--- src/design/tpr_pkg.sv ---
`timescale 1ns / 1ps
// ----------------------------------------------------------------------------
// tpr_pkg
// Shared types, register indexes and pixel mode codes for the pixel converter.
// ----------------------------------------------------------------------------
package tpr_pkg;

  // Pixel modes held in the pixel_mode register.
  typedef enum logic [1:0] {
    MODE_4BPP  = 2'd0,
    MODE_8BPP  = 2'd1,
    MODE_16BPP = 2'd2,
    MODE_CLUT  = 2'd3
  } pixel_mode_t;

  // Configuration register indexes.
  typedef enum logic {
    REG_PIXEL_MODE = 1'b0,
    REG_INDEXED    = 1'b1
  } reg_index_t;

  localparam int unsigned CFG_DATA_W = 2;
  localparam logic [7:0]  ALPHA_OPAQUE = 8'd255;
  localparam logic [7:0]  ALPHA_CLEAR  = 8'd0;
  localparam logic [7:0]  GREEN_KEY    = 8'd248;

  // Position of the nibble inside a four-bit-mode word.
  typedef logic [1:0] nib_sel_t;
  localparam nib_sel_t NIB_LAST = 2'd3;

  // One finished RGBA pixel.
  typedef struct packed {
    logic [7:0] red;
    logic [7:0] green;
    logic [7:0] blue;
    logic [7:0] alpha;
    logic       last;
  } pixel_t;

  // Register settings seen by the datapath.
  typedef struct packed {
    pixel_mode_t mode;
    logic        indexed;
  } cfg_t;

endpackage

--- src/design/tpr_if.sv ---
`timescale 1ns / 1ps
// ----------------------------------------------------------------------------
// tpr_if
// Handshake channels: input data words, output pixels and register writes.
// ----------------------------------------------------------------------------
interface tpr_word_if;
  logic        valid;
  logic        ready;
  logic [15:0] data_word;
  modport source (output valid, output data_word, input ready);
  modport sink   (input valid, input data_word, output ready);
endinterface

interface tpr_pixel_if;
  logic       valid;
  logic       ready;
  logic [7:0] red;
  logic [7:0] green;
  logic [7:0] blue;
  logic [7:0] alpha;
  logic       last;
  modport source (output valid, output red, output green, output blue,
                  output alpha, output last, input ready);
  modport sink   (input valid, input red, input green, input blue,
                  input alpha, input last, output ready);
endinterface

interface tpr_cfg_if;
  logic                            valid;
  logic                            ready;
  logic                            index;
  logic [tpr_pkg::CFG_DATA_W-1:0]  data;
  modport source (output valid, output index, output data, input ready);
  modport sink   (input valid, input index, input data, output ready);
endinterface

--- src/design/tpr_decode.sv ---
`timescale 1ns / 1ps
// ----------------------------------------------------------------------------
// tpr_decode
// Turns the selected part of a data word into one RGBA pixel.
// ----------------------------------------------------------------------------
module tpr_decode (
  input  logic [15:0]         word,
  input  tpr_pkg::nib_sel_t   nib_sel,
  input  tpr_pkg::cfg_t       cfg,
  output tpr_pkg::pixel_t     pixel
);

  logic [3:0]  nibble;
  logic [7:0]  index;
  logic [15:0] colour;
  logic [7:0]  r;
  logic [7:0]  g;
  logic [7:0]  b;
  logic        table_entry;
  logic        use_index;

  // Pick the nibble for four-bit mode, low nibble first.
  assign nibble = word[{nib_sel, 2'b00} +: 4];

  // Widen the index to a colour word by repeating it; in 16 bit and table entry modes the word is used as is.
  always_comb begin
    case (cfg.mode)
      tpr_pkg::MODE_4BPP: begin
        index  = {4'd0, nibble};
        colour = {nibble, nibble, nibble, nibble};
      end
      tpr_pkg::MODE_8BPP: begin
        index  = word[7:0];
        colour = {word[7:0], word[7:0]};
      end
      default: begin
        index  = word[7:0];
        colour = word;
      end
    endcase
  end

  assign table_entry = (cfg.mode == tpr_pkg::MODE_CLUT);
  assign use_index   = cfg.indexed &&
                       ((cfg.mode == tpr_pkg::MODE_4BPP) || (cfg.mode == tpr_pkg::MODE_8BPP));

  // Decode the 5-5-5 word, red in the low bits.
  assign r = {colour[4:0], 3'b000};
  assign g = {colour[9:5], 3'b000};
  assign b = {colour[14:10], 3'b000};

  // Build the pixel; the last flag is set by the caller.
  always_comb begin
    pixel.last = 1'b0;
    if (use_index) begin
      pixel.red   = index;
      pixel.green = 8'd0;
      pixel.blue  = 8'd0;
      pixel.alpha = tpr_pkg::ALPHA_OPAQUE;
    end else if (table_entry) begin
      pixel.red   = r;
      pixel.green = g;
      pixel.blue  = b;
      pixel.alpha = tpr_pkg::ALPHA_OPAQUE;
    end else begin
      pixel.red   = r;
      pixel.blue  = b;
      // Pure key green is shown as black.
      if ((r == 8'd0) && (g == tpr_pkg::GREEN_KEY) && (b == 8'd0)) begin
        pixel.green = 8'd0;
      end else begin
        pixel.green = g;
      end
      pixel.alpha = colour[15] ? tpr_pkg::ALPHA_CLEAR : tpr_pkg::ALPHA_OPAQUE;
    end
  end

endmodule

--- src/design/tpr_stage.sv ---
`timescale 1ns / 1ps
// ----------------------------------------------------------------------------
// tpr_stage
// Input register that holds one data word and steps through its pixels.
// ----------------------------------------------------------------------------
module tpr_stage (
  input  logic              clk,
  input  logic              rst,
  tpr_word_if.sink          data_in,
  input  tpr_pkg::cfg_t     cfg,
  input  logic              advance_ok,
  output logic              hold_valid,
  output logic              hold_last,
  output logic [15:0]       hold_word,
  output tpr_pkg::nib_sel_t nib_sel
);

  logic              valid;
  logic [15:0]       word;
  tpr_pkg::nib_sel_t cnt;
  logic              advance;

  // The current pixel is the final one of the word.
  assign hold_last = (cfg.mode != tpr_pkg::MODE_4BPP) || (cnt == tpr_pkg::NIB_LAST);
  assign advance   = valid && advance_ok;

  // A new word enters when the register is empty or its final pixel moves on.
  assign data_in.ready = !valid || (advance && hold_last);

  always_ff @(posedge clk) begin
    if (rst) begin
      valid <= 1'b0;
      cnt   <= '0;
    end else if (data_in.valid && data_in.ready) begin
      valid <= 1'b1;
      cnt   <= '0;
    end else if (advance && hold_last) begin
      valid <= 1'b0;
    end else if (advance) begin
      cnt <= cnt + 2'd1;
    end
  end

  // Word payload needs no reset.
  always_ff @(posedge clk) begin
    if (data_in.valid && data_in.ready) begin
      word <= data_in.data_word;
    end
  end

  assign hold_valid = valid;
  assign hold_word  = word;
  assign nib_sel    = cnt;

endmodule

--- src/design/tim_pixel_to_rgba.sv ---
`timescale 1ns / 1ps
// ----------------------------------------------------------------------------
// tim_pixel_to_rgba
// Converts 4, 8 and 16 bit image data and colour table entries to RGBA8888.
// ----------------------------------------------------------------------------
// Path: input register, decode, output register. While pixel_out.ready holds,
// one pixel per cycle out and one word per cycle in 8 bit, 16 bit and table
// entry modes; in four-bit mode the next word is taken only as the fourth
// pixel of the word moves on.
// Reset: pixel_mode returns to sixteen bits, indexed to 0, both stages empty.
module tim_pixel_to_rgba (
  input  logic        clk,
  input  logic        rst,
  tpr_word_if.sink    data_in,
  tpr_pixel_if.source pixel_out,
  tpr_cfg_if.sink     cfg
);

  tpr_pkg::cfg_t     cfg_q;
  logic              out_valid;
  tpr_pkg::pixel_t   out_pixel;
  logic              out_free;
  logic              hold_valid;
  logic              hold_last;
  logic [15:0]       hold_word;
  tpr_pkg::nib_sel_t nib_sel;
  tpr_pkg::pixel_t   dec_pixel;

  // Register writes are always taken.
  assign cfg.ready = 1'b1;

  always_ff @(posedge clk) begin
    if (rst) begin
      cfg_q.mode    <= tpr_pkg::MODE_16BPP;
      cfg_q.indexed <= 1'b0;
    end else if (cfg.valid) begin
      unique case (cfg.index)
        tpr_pkg::REG_PIXEL_MODE: cfg_q.mode    <= tpr_pkg::pixel_mode_t'(cfg.data);
        tpr_pkg::REG_INDEXED:    cfg_q.indexed <= cfg.data[0];
        default: ;
      endcase
    end
  end

  // Output register can take a pixel when empty or being drained.
  assign out_free = !out_valid || pixel_out.ready;

  tpr_stage u_stage (
    .clk        (clk),
    .rst        (rst),
    .data_in    (data_in),
    .cfg        (cfg_q),
    .advance_ok (out_free),
    .hold_valid (hold_valid),
    .hold_last  (hold_last),
    .hold_word  (hold_word),
    .nib_sel    (nib_sel)
  );

  tpr_decode u_decode (
    .word    (hold_word),
    .nib_sel (nib_sel),
    .cfg     (cfg_q),
    .pixel   (dec_pixel)
  );

  // Output register.
  always_ff @(posedge clk) begin
    if (rst) begin
      out_valid <= 1'b0;
    end else if (out_free) begin
      out_valid <= hold_valid;
    end
  end

  always_ff @(posedge clk) begin
    if (out_free && hold_valid) begin
      out_pixel <= '{red: dec_pixel.red, green: dec_pixel.green, blue: dec_pixel.blue,
                     alpha: dec_pixel.alpha, last: hold_last};
    end
  end

  assign pixel_out.valid = out_valid;
  assign pixel_out.red   = out_pixel.red;
  assign pixel_out.green = out_pixel.green;
  assign pixel_out.blue  = out_pixel.blue;
  assign pixel_out.alpha = out_pixel.alpha;
  assign pixel_out.last  = out_pixel.last;

endmodule
--- src/flat_wrapper.sv ---
// flat-port wrapper written by rule: the top's interface ports become plain ports
module tim_pixel_to_rgba_flat 
  (clk, rst, data_in_valid, data_in_data_word, data_in_ready, pixel_out_valid, pixel_out_red, pixel_out_green, pixel_out_blue, pixel_out_alpha, pixel_out_last, pixel_out_ready, cfg_valid, cfg_index, cfg_data, cfg_ready);
  tpr_word_if data_in_i ();
  tpr_pixel_if pixel_out_i ();
  tpr_cfg_if cfg_i ();
  input  logic clk;
  input  logic rst;
  input wire logic [$bits(data_in_i.valid)-1:0] data_in_valid;
  input wire logic [$bits(data_in_i.data_word)-1:0] data_in_data_word;
  output wire logic [$bits(data_in_i.ready)-1:0] data_in_ready;
  output wire logic [$bits(pixel_out_i.valid)-1:0] pixel_out_valid;
  output wire logic [$bits(pixel_out_i.red)-1:0] pixel_out_red;
  output wire logic [$bits(pixel_out_i.green)-1:0] pixel_out_green;
  output wire logic [$bits(pixel_out_i.blue)-1:0] pixel_out_blue;
  output wire logic [$bits(pixel_out_i.alpha)-1:0] pixel_out_alpha;
  output wire logic [$bits(pixel_out_i.last)-1:0] pixel_out_last;
  input wire logic [$bits(pixel_out_i.ready)-1:0] pixel_out_ready;
  input wire logic [$bits(cfg_i.valid)-1:0] cfg_valid;
  input wire logic [$bits(cfg_i.index)-1:0] cfg_index;
  input wire logic [$bits(cfg_i.data)-1:0] cfg_data;
  output wire logic [$bits(cfg_i.ready)-1:0] cfg_ready;
  assign data_in_i.valid = data_in_valid;
  assign data_in_i.data_word = data_in_data_word;
  assign data_in_ready = data_in_i.ready;
  assign pixel_out_valid = pixel_out_i.valid;
  assign pixel_out_red = pixel_out_i.red;
  assign pixel_out_green = pixel_out_i.green;
  assign pixel_out_blue = pixel_out_i.blue;
  assign pixel_out_alpha = pixel_out_i.alpha;
  assign pixel_out_last = pixel_out_i.last;
  assign pixel_out_i.ready = pixel_out_ready;
  assign cfg_i.valid = cfg_valid;
  assign cfg_i.index = cfg_index;
  assign cfg_i.data = cfg_data;
  assign cfg_ready = cfg_i.ready;
  tim_pixel_to_rgba u_core (.clk(clk), .rst(rst), .data_in(data_in_i), .pixel_out(pixel_out_i), .cfg(cfg_i));
endmodule
--- config.mk ---
export PLATFORM = sky130hd
export DESIGN_NAME = tim_pixel_to_rgba_flat
export DESIGN_NICKNAME = d
export VERILOG_FILES = /design/src/design/tpr_pkg.sv /design/src/design/tpr_if.sv /design/src/design/tpr_decode.sv /design/src/design/tpr_stage.sv /design/src/design/tim_pixel_to_rgba.sv /design/src/flat_wrapper.sv
export SDC_FILE = /design/constraint.sdc
export NUM_CORES = 1
export LEC_CHECK = 0
export BUFFER_PORTS_ARGS = -buffer_cell sky130_fd_sc_hd__buf_2
export CORE_MARGIN = 2
export CORE_UTILIZATION = 46
export CTS_CLUSTER_SIZE = 16
export DETAILED_ROUTE_END_ITERATION = 8
export GPL_TIMING_DRIVEN = 0
export PLACE_DENSITY = 0.82
export SKIP_LAST_GASP = 1
export SLEW_MARGIN = 20
export SYNTH_ARGS = -nofsm -noshare
export SYNTH_HDL_FRONTEND = slang
export SYNTH_SLANG_ARGS = --single-unit
--- constraint.sdc ---
create_clock -name clk -period 2.89 [get_ports clk]
set_input_delay 0.578 -clock clk [delete_from_list [all_inputs] [get_ports clk]]
set_output_delay 0.578 -clock clk [all_outputs]
set_load 0.01 [all_outputs]
==> reports/qor.yml, run 1 <==
post-route-min-period_ps: 2026
met3_resource_use_gr_pct: 3.453
syn2layout_area_growth_pct: 20.47
synth_edf_count: 36
postSynthCellCount: 186
clock-root-buffer: "sky130_fd_sc_hd__clkbuf_8"
worstSkewPairLatency_ps: 290
worst-endpoint-required_ps: 2310
timing.critical_path.fanout_max: 4
globalRouteTotalUtil_pct: 17.64
synthesis.yosys.warnings: 0
slew_violations: 0
io_pins: 60
post-synth-top-count-cell: "sky130_fd_sc_hd__edfxtp_1"
dp_hpwl_um: 3331
rd_place_congestion: 0.9142
drt-vias-per-instance: 5.314
crit_path_top_delay_cell: "sky130_fd_sc_hd__dfxtp_1"
synth_largest_type_area_fraction_pct: 49.83
synth.ff_latch_count: 43
synth_commonest_cells: "sky130_fd_sc_hd__edfxtp_1 (36), sky130_fd_sc_hd__nand2_1 (19), sky130_fd_sc_hd__buf_4 (15)"
clk_transition_reported_paths_ps: 70
p_switching_w: 0.0003119
synthesis.area_um2: 2170
final_nets: 275
numClockSinks: 43
hp-class: "in2reg"
outcome: "completed"
p_comb_share_pct: 14.0
drcViolationCount: 0
routed_wire_length_per_instance_um: 14.41
floorplan.initialDensity_pct: 48.82
cts_setup_buffers: 0
drive_above_1_share_pct: 35.06
die_area_um2: 5282
num_rows: 24
avgSynthCellArea_um2: 11.66
ctsHoldBuffers: 0
grt_util_met1_pct: 22.35
internal_power_w: 0.001017
post_synth_main_area_contributors: "sky130_fd_sc_hd__edfxtp_1 (50%), sky130_fd_sc_hd__dfxtp_1 (6.5%), sky130_fd_sc_hd__buf_4 (5.2%)"
grt_busiest_layer: "met2"
vdd.ir_drop.worst_uv: 315.2
synth_cell_types: 50
power.share.sequential_pct: 55.7
tritoncts_clock_tree: "built"
timing_worst_setup_path_type: "reg2out"
cts_buffers: 5
grt_pass1_vias: 1541
crit_arrival_ps: 1450
relSlewSlack_pct: 40.81
static-leakage-power_nw: 1.073
grt.overflow.total: 0
synth_largest_area_cell: "sky130_fd_sc_hd__edfxtp_1"
timing.max_cap.violations: 0
swShare_pct: 23.47
pwr_density_cell_nw_per_um2: 508.4
stdcell_area_um2: 2614
diodes: 0
crit_path_start_kind: "register"
report.final.hold_viol_count: 0
die_x_um: 72.68
drt_first_pass_iters: 4
fmax_mhz: 493.6
fp.dieH_um: 72.68
grt_start_max_net_pins: 21
number_of_antenna_violations_at_the_first_check_in_global_routing: 0
grt_setup_unrepaired: "false"
timing.final.setup_violations: 0
power.share.clock_pct: 30.3
core_um2: 4444
cts.path.max_buffers: 2
final_worst_path_cycle_share_pct: 70.11
final.setup.tns_ps: 0
fillers: 410
async_reset_ff_share_pct: 0
initialDrtViolationCount: 98
timing_worst_slew_pin_value_ps: 887.9
count_of_h_tree_levels_built_during_cts: 2
path_cells: "ha_1 -> nor3_1 -> o21ai_1 -> buf_2"
route.vias.total: 1610
place_area_um2: 2514
postCtsResizedCells: 0
cpPeakStageDelay_ps: 370
port-buffer-count: 52
grt_first_pass_wirelength_um: 7155
synth-seq-area-share_pct: 56.29
final_antenna_net_count: 0
drt_wl_total_um: 4365
primary_flip_flop_cell_chosen_by_synthesis_mapping: "sky130_fd_sc_hd__edfxtp_1"
finalClockSkew_ps: 8.804
critical_path.endpoint_type: "primary output"
groute.layer.met2.usage_pct: 30.71
[registers in the layout (all words and copies together), names as in the netlist]
signal                     count
u_core.pixel_out.red           8
u_core.pixel_out.valid         1
u_core.pixel_out.alpha         1
u_core.cfg_q                   3
u_core.pixel_out.last          1
u_core.u_stage.nib_sel         2
u_core.u_stage.hold_valid      1
u_core.pixel_out.green         5
u_core.u_stage.hold_word      16
u_core.pixel_out.blue          5
[logic make-up (layout without fill, tap and decap cells)]
group | Yosys count | in the layout | share of synthesized area, %
mux | 9 | 9 | 6.459
simple gates | 57 | 57 | 13.90
fa+ha+maj | 1 | 1 | 0.5766
buf+inv | 28 | 88 | 7.613
other cells | 2 | 7 | 0.3461
compound gates | 45 | 45 | 14.42
flops | 43 | 43 | 56.29
xor+xnor | 1 | 1 | 0.4038
[area by class of cell]
cell class	count	area (um^2)	area share, %
plain buffers	22	142.6	5.457
inverters	6	22.52	0.8617
well taps	52	65.06	2.489
repair buffers	52	260.3	9.957
multi-input cells	120	802.0	30.68
clock buffers	8	100.1	3.830
flip-flops and latches	43	1221	46.72
[per-layer routing]
layer  routed length, um  part of all wire [%]
met1                1874                    43
met3                 269                   6.2
met5                   0                     0
met4                  57                   1.3
met2                2164                    50
[worst paths after layout]
check | depth (start not counted) | to | startpoint | slack, ps
max | 4 | data_in_ready | u_core.u_stage.nib_sel[0] | 860
min | 1 | u_core.u_stage.hold_word[4] | data_in_data_word[4] | 460
max reg2reg | 4 | u_core.pixel_out.green[5] | u_core.u_stage.hold_word[0] | 880
min reg2reg | 2 | u_core.pixel_out.valid | u_core.u_stage.hold_valid | 530
[power groups by stage]
stage          sequential, W  combinational [W]  clock [W]
2_1_floorplan       0.000755           0.000115          0
3_3_place_gp        0.000752           0.000180          0
3_5_place_dp        0.000754           0.000185          0
4_1_cts             0.000740           0.000185   0.000407
5_1_grt             0.000744           0.000205   0.000437
6_report            0.000740           0.000185   0.000403
[layout by cell type, fill, tap and decap left out, types with 2 or more instances in the layout]
| master | n |
|---|---|
| sky130_fd_sc_hd__nor3_1 | 5 |
| sky130_fd_sc_hd__buf_2 | 55 |
| sky130_fd_sc_hd__mux4_2 | 4 |
| sky130_fd_sc_hd__nand2_1 | 19 |
| sky130_fd_sc_hd__a21boi_0 | 2 |
| sky130_fd_sc_hd__nand3_1 | 3 |
| sky130_fd_sc_hd__a21oi_1 | 9 |
| sky130_fd_sc_hd__buf_1 | 2 |
| sky130_fd_sc_hd__nor4b_1 | 3 |
| sky130_fd_sc_hd__mux2i_1 | 5 |
| sky130_fd_sc_hd__a211oi_1 | 2 |
| sky130_fd_sc_hd__conb_1 | 7 |
| sky130_fd_sc_hd__buf_4 | 15 |
| sky130_fd_sc_hd__a31oi_1 | 2 |
| sky130_fd_sc_hd__o21ai_0 | 6 |
| sky130_fd_sc_hd__dfxtp_1 | 7 |
| sky130_fd_sc_hd__edfxtp_1 | 36 |
| sky130_fd_sc_hd__clkbuf_8 | 7 |
| sky130_fd_sc_hd__o21ai_1 | 8 |
| sky130_fd_sc_hd__clkbuf_1 | 3 |
| sky130_fd_sc_hd__a32oi_1 | 2 |
| sky130_fd_sc_hd__nand2b_1 | 6 |
| sky130_fd_sc_hd__inv_1 | 5 |
| sky130_fd_sc_hd__and2_1 | 2 |
| sky130_fd_sc_hd__nor2_1 | 10 |
[worst max-delay path: cells and delay by family (launching register included)]
family,cells,cell delay (ps)
AOI/OAI and AO/OA,1,150
adders and majority gates,1,210
buffers and inverters,1,160
DFF,1,370
and+or+nand+nor,1,270
[stage by stage]
step | util [%] | hold slack, ps | instances | total power [W] | setup slack (ps)
3_3_place_gp | 56.56 | 496.5 | 295 | 0.0009328 | 928.3
5_1_grt | 58.81 | 447.9 | 303 | 0.001387 | 779.6
2_1_floorplan | - | 471.7 | 191 | 0.0008706 | 1092
3_5_place_dp | 56.56 | 519.9 | 295 | 0.0009391 | 884.4
4_1_cts | 58.81 | 457.5 | 303 | 0.001333 | 867.7
6_report | 58.81 | 460.5 | 303 | 0.001329 | 863.9
Power figures use the tool's default switching activity.
==> run 2: changes to the inputs <==
- PLACE_DENSITY: 0.82 -> 0.84
- clock period: 2.89 -> 1.7 ns (I/O delays scaled with it)
==> run 2 against run 1 <==
The run now ends with negative setup slack left; worst setup slack got worse by 1000 ps; sequential share of layout area decreased by 2.7 points; die area unchanged; register-to-register slack got worse by 1000 ps; count of clock-buffer cells in the layout unchanged; first-iteration DRC count increased by 39%; sequential power increased by 70%; cell area increased by 6.6%; via count increased by 3.4%; clock power increased by 72%; global-route usage decreased by 0.26 points.
==> reports/qor.yml, run 2 (synthesis gave the netlist of run 1 again) <==
final_common_cell: "sky130_fd_sc_hd__buf_2"
globalRouteTotalUtil_pct: 17.39  # -0.26 points
final_worst_path_cycle_share_pct: 107.7
timing_worst_slew_pin_value_ps: 864.9  # -22.96 ps
path_cells: "mux4_2 -> nand3b_4 -> a221oi_4 -> buf_4 -> a211oi_2"
p_switching_w: 0.0005476  # +76%
crit_path_top_delay_cell: "sky130_fd_sc_hd__mux4_2"
drt_wl_total_um: 4298  # -1.5%
timing_worst_setup_path_type: "reg2reg"
routed_wire_length_per_instance_um: 13.82  # -4.1%
outcome: "complete, but fails checks"
syn2layout_area_growth_pct: 28.37
worst-endpoint-required_ps: 1720  # -590 ps
die_x_um: 72.68  # unchanged
drive_above_1_share_pct: 44.40  # +9.3 points
cpPeakStageDelay_ps: 510  # +140 ps
largest_register_ffs: 16  # unchanged
path_buf_inv: 1  # unchanged
port-buffer-count: 52  # unchanged
clock-root-buffer: "sky130_fd_sc_hd__clkbuf_8"
numClockSinks: 43  # unchanged
crit_arrival_ps: 1850  # +400 ps
critical_path.endpoint_type: "register"
hold_ws_ps: 216.6  # -243.9 ps
internal_power_w: 0.001749  # +72%
fin_ws_ps: -131.5  # -995.4 ps
pwr_density_cell_nw_per_um2: 824.5  # +62%
initialDrtViolationCount: 136  # +39%
ctsHoldBuffers: 0  # unchanged
timing.final.setup_violations: 6  # +6
crit_path_start_kind: "register"
power.share.sequential_pct: 54.8  # -0.9 points
fp.dieH_um: 72.68  # unchanged
violations_in_the_final_reports: "negative setup slack"
timing.critical_path.fanout_max: 4  # unchanged
worstSkewPairLatency_ps: 300  # about the same
finalClockSkew_ps: 10.09  # +1.285 ps
fmax_mhz: 546.0
hp-class: "in2reg"
power.total_w: 0.002296  # +73%
post-route-min-period_ps: 1831
grt_start_max_net_pins: 21  # unchanged
route.vias.total: 1665  # +3.4%
cts_buffers: 5  # unchanged
p_comb_share_pct: 15.1  # +1.1 points
grt_pass1_vias: 1497  # -2.9%
diodes: 0  # unchanged
rd_place_congestion: 0.9181  # +0.43%
drt-vias-per-instance: 5.354  # +0.76%
report.final.hold_viol_count: 0  # unchanged
final_nets: 283  # +2.9%
grt_setup_unrepaired: "true"
clk_transition_reported_paths_ps: 70  # about the same
power.share.clock_pct: 30.2  # about the same
dp_hpwl_um: 3115  # -6.5%
most-common-layout-cells: "sky130_fd_sc_hd__buf_2 (55), sky130_fd_sc_hd__edfxtp_1 (36), sky130_fd_sc_hd__buf_4 (21), sky130_fd_sc_hd__nand2_1 (18)"
grt.overflow.total: 0  # unchanged
static-leakage-power_nw: 1.150  # +7.2%
count_of_h_tree_levels_built_during_cts: 2  # unchanged
drcViolationCount: 0  # unchanged
grt_first_pass_wirelength_um: 6996  # -2.2%
final_antenna_net_count: 0  # unchanged
timing.max_cap.violations: 0  # unchanged
cts.path.max_buffers: 2  # unchanged
tritoncts_clock_tree: "built"
worst_path_dominant_cell_family: "multiplexers"
die_area_um2: 5282  # unchanged
swShare_pct: 23.85  # +0.38 points
layout.core_utilization_pct: 62.67  # +3.9 points
number_of_antenna_violations_at_the_first_check_in_global_routing: 0  # unchanged
num_rows: 24  # unchanged
slew_violations: 0  # unchanged
core_um2: 4444  # unchanged
drt_first_pass_iters: 4  # unchanged
io_pins: 60  # unchanged
relSlewSlack_pct: 42.34  # +1.5 points
floorplan.initialDensity_pct: 48.82  # unchanged
vdd.ir_drop.worst_uv: 491.0  # +56%
[run 2: layout make-up]
class,count,area (um^2)
fillers,370,1659
multi-input cells,120,882.1
flip-flops and latches,43,1227
plain buffers,21,152.6
well taps,52,65.06
clock buffers,8,100.1
repair buffers,61,335.3
inverters,6,22.52
[run 2: worst paths after layout]
| path | start | end | slack [ps] | depth (start not counted) |
|---|---|---|---|---|
| worst max-delay path | u_core.u_stage.nib_sel[0] | u_core.pixel_out.green[5] | -130 | 5 |
| worst min-delay path | data_in_data_word[4] | u_core.u_stage.hold_word[4] | 220 | 1 |
| worst max register to register | u_core.u_stage.nib_sel[0] | u_core.pixel_out.green[5] | -130 | 5 |
| worst min register to register | u_core.u_stage.hold_valid | u_core.pixel_out.valid | 530 | 2 |
[run 2: metrics by stage]
stage | instances | setup WS, ps | setup TNS, ps | instance area [um^2]
2_1_floorplan | 191 | -15.45 | -32.48 | 2191
3_3_place_gp | 295 | -222.2 | -1177 | 2516
3_5_place_dp | 295 | -236.9 | -1249 | 2516
4_1_cts | 309 | -110.3 | -640.4 | 2701
5_1_grt | 311 | -181.4 | -966.8 | 2785
6_report | 311 | -131.5 | -657.5 | 2785
[run 2: worst reg2reg max path: cells and delay by family (launching register included)]
family / cells / cell delay [ps]
DFF: 1 / 380
muxes: 1 / 510
and+or+nand+nor: 1 / 180
buffers and inverters: 1 / 170
AOI/OAI and AO/OA: 2 / 320
[run 2: timing repair]
| action | CTS | global route |
|---|---|---|
| endpoints found under the setup margin | 26 | 33 |
| pin swaps | 1 | 2 |
| buffers inserted | 7 | 2 |
| gates resized for setup | 8 | 20 |
[run 2: power groups by stage]
stage | Combinational, W | Clock [W] | Sequential (W)
2_1_floorplan | 0.000196 | 0 | 0.00128
3_3_place_gp | 0.000307 | 0 | 0.00128
3_5_place_dp | 0.000312 | 0 | 0.00128
4_1_cts | 0.000332 | 0.000704 | 0.00126
5_1_grt | 0.000382 | 0.000753 | 0.00127
6_report | 0.000346 | 0.000692 | 0.00126
[run 2: metal layers]
layer	GRT usage (%)	vias up	routed length [um]
met3	4.558	7	337
met2	27.98	72	2011
met5	0	-	0
met1	23.00	768	1877
met4	5.761	0	72
li1	-	818	-
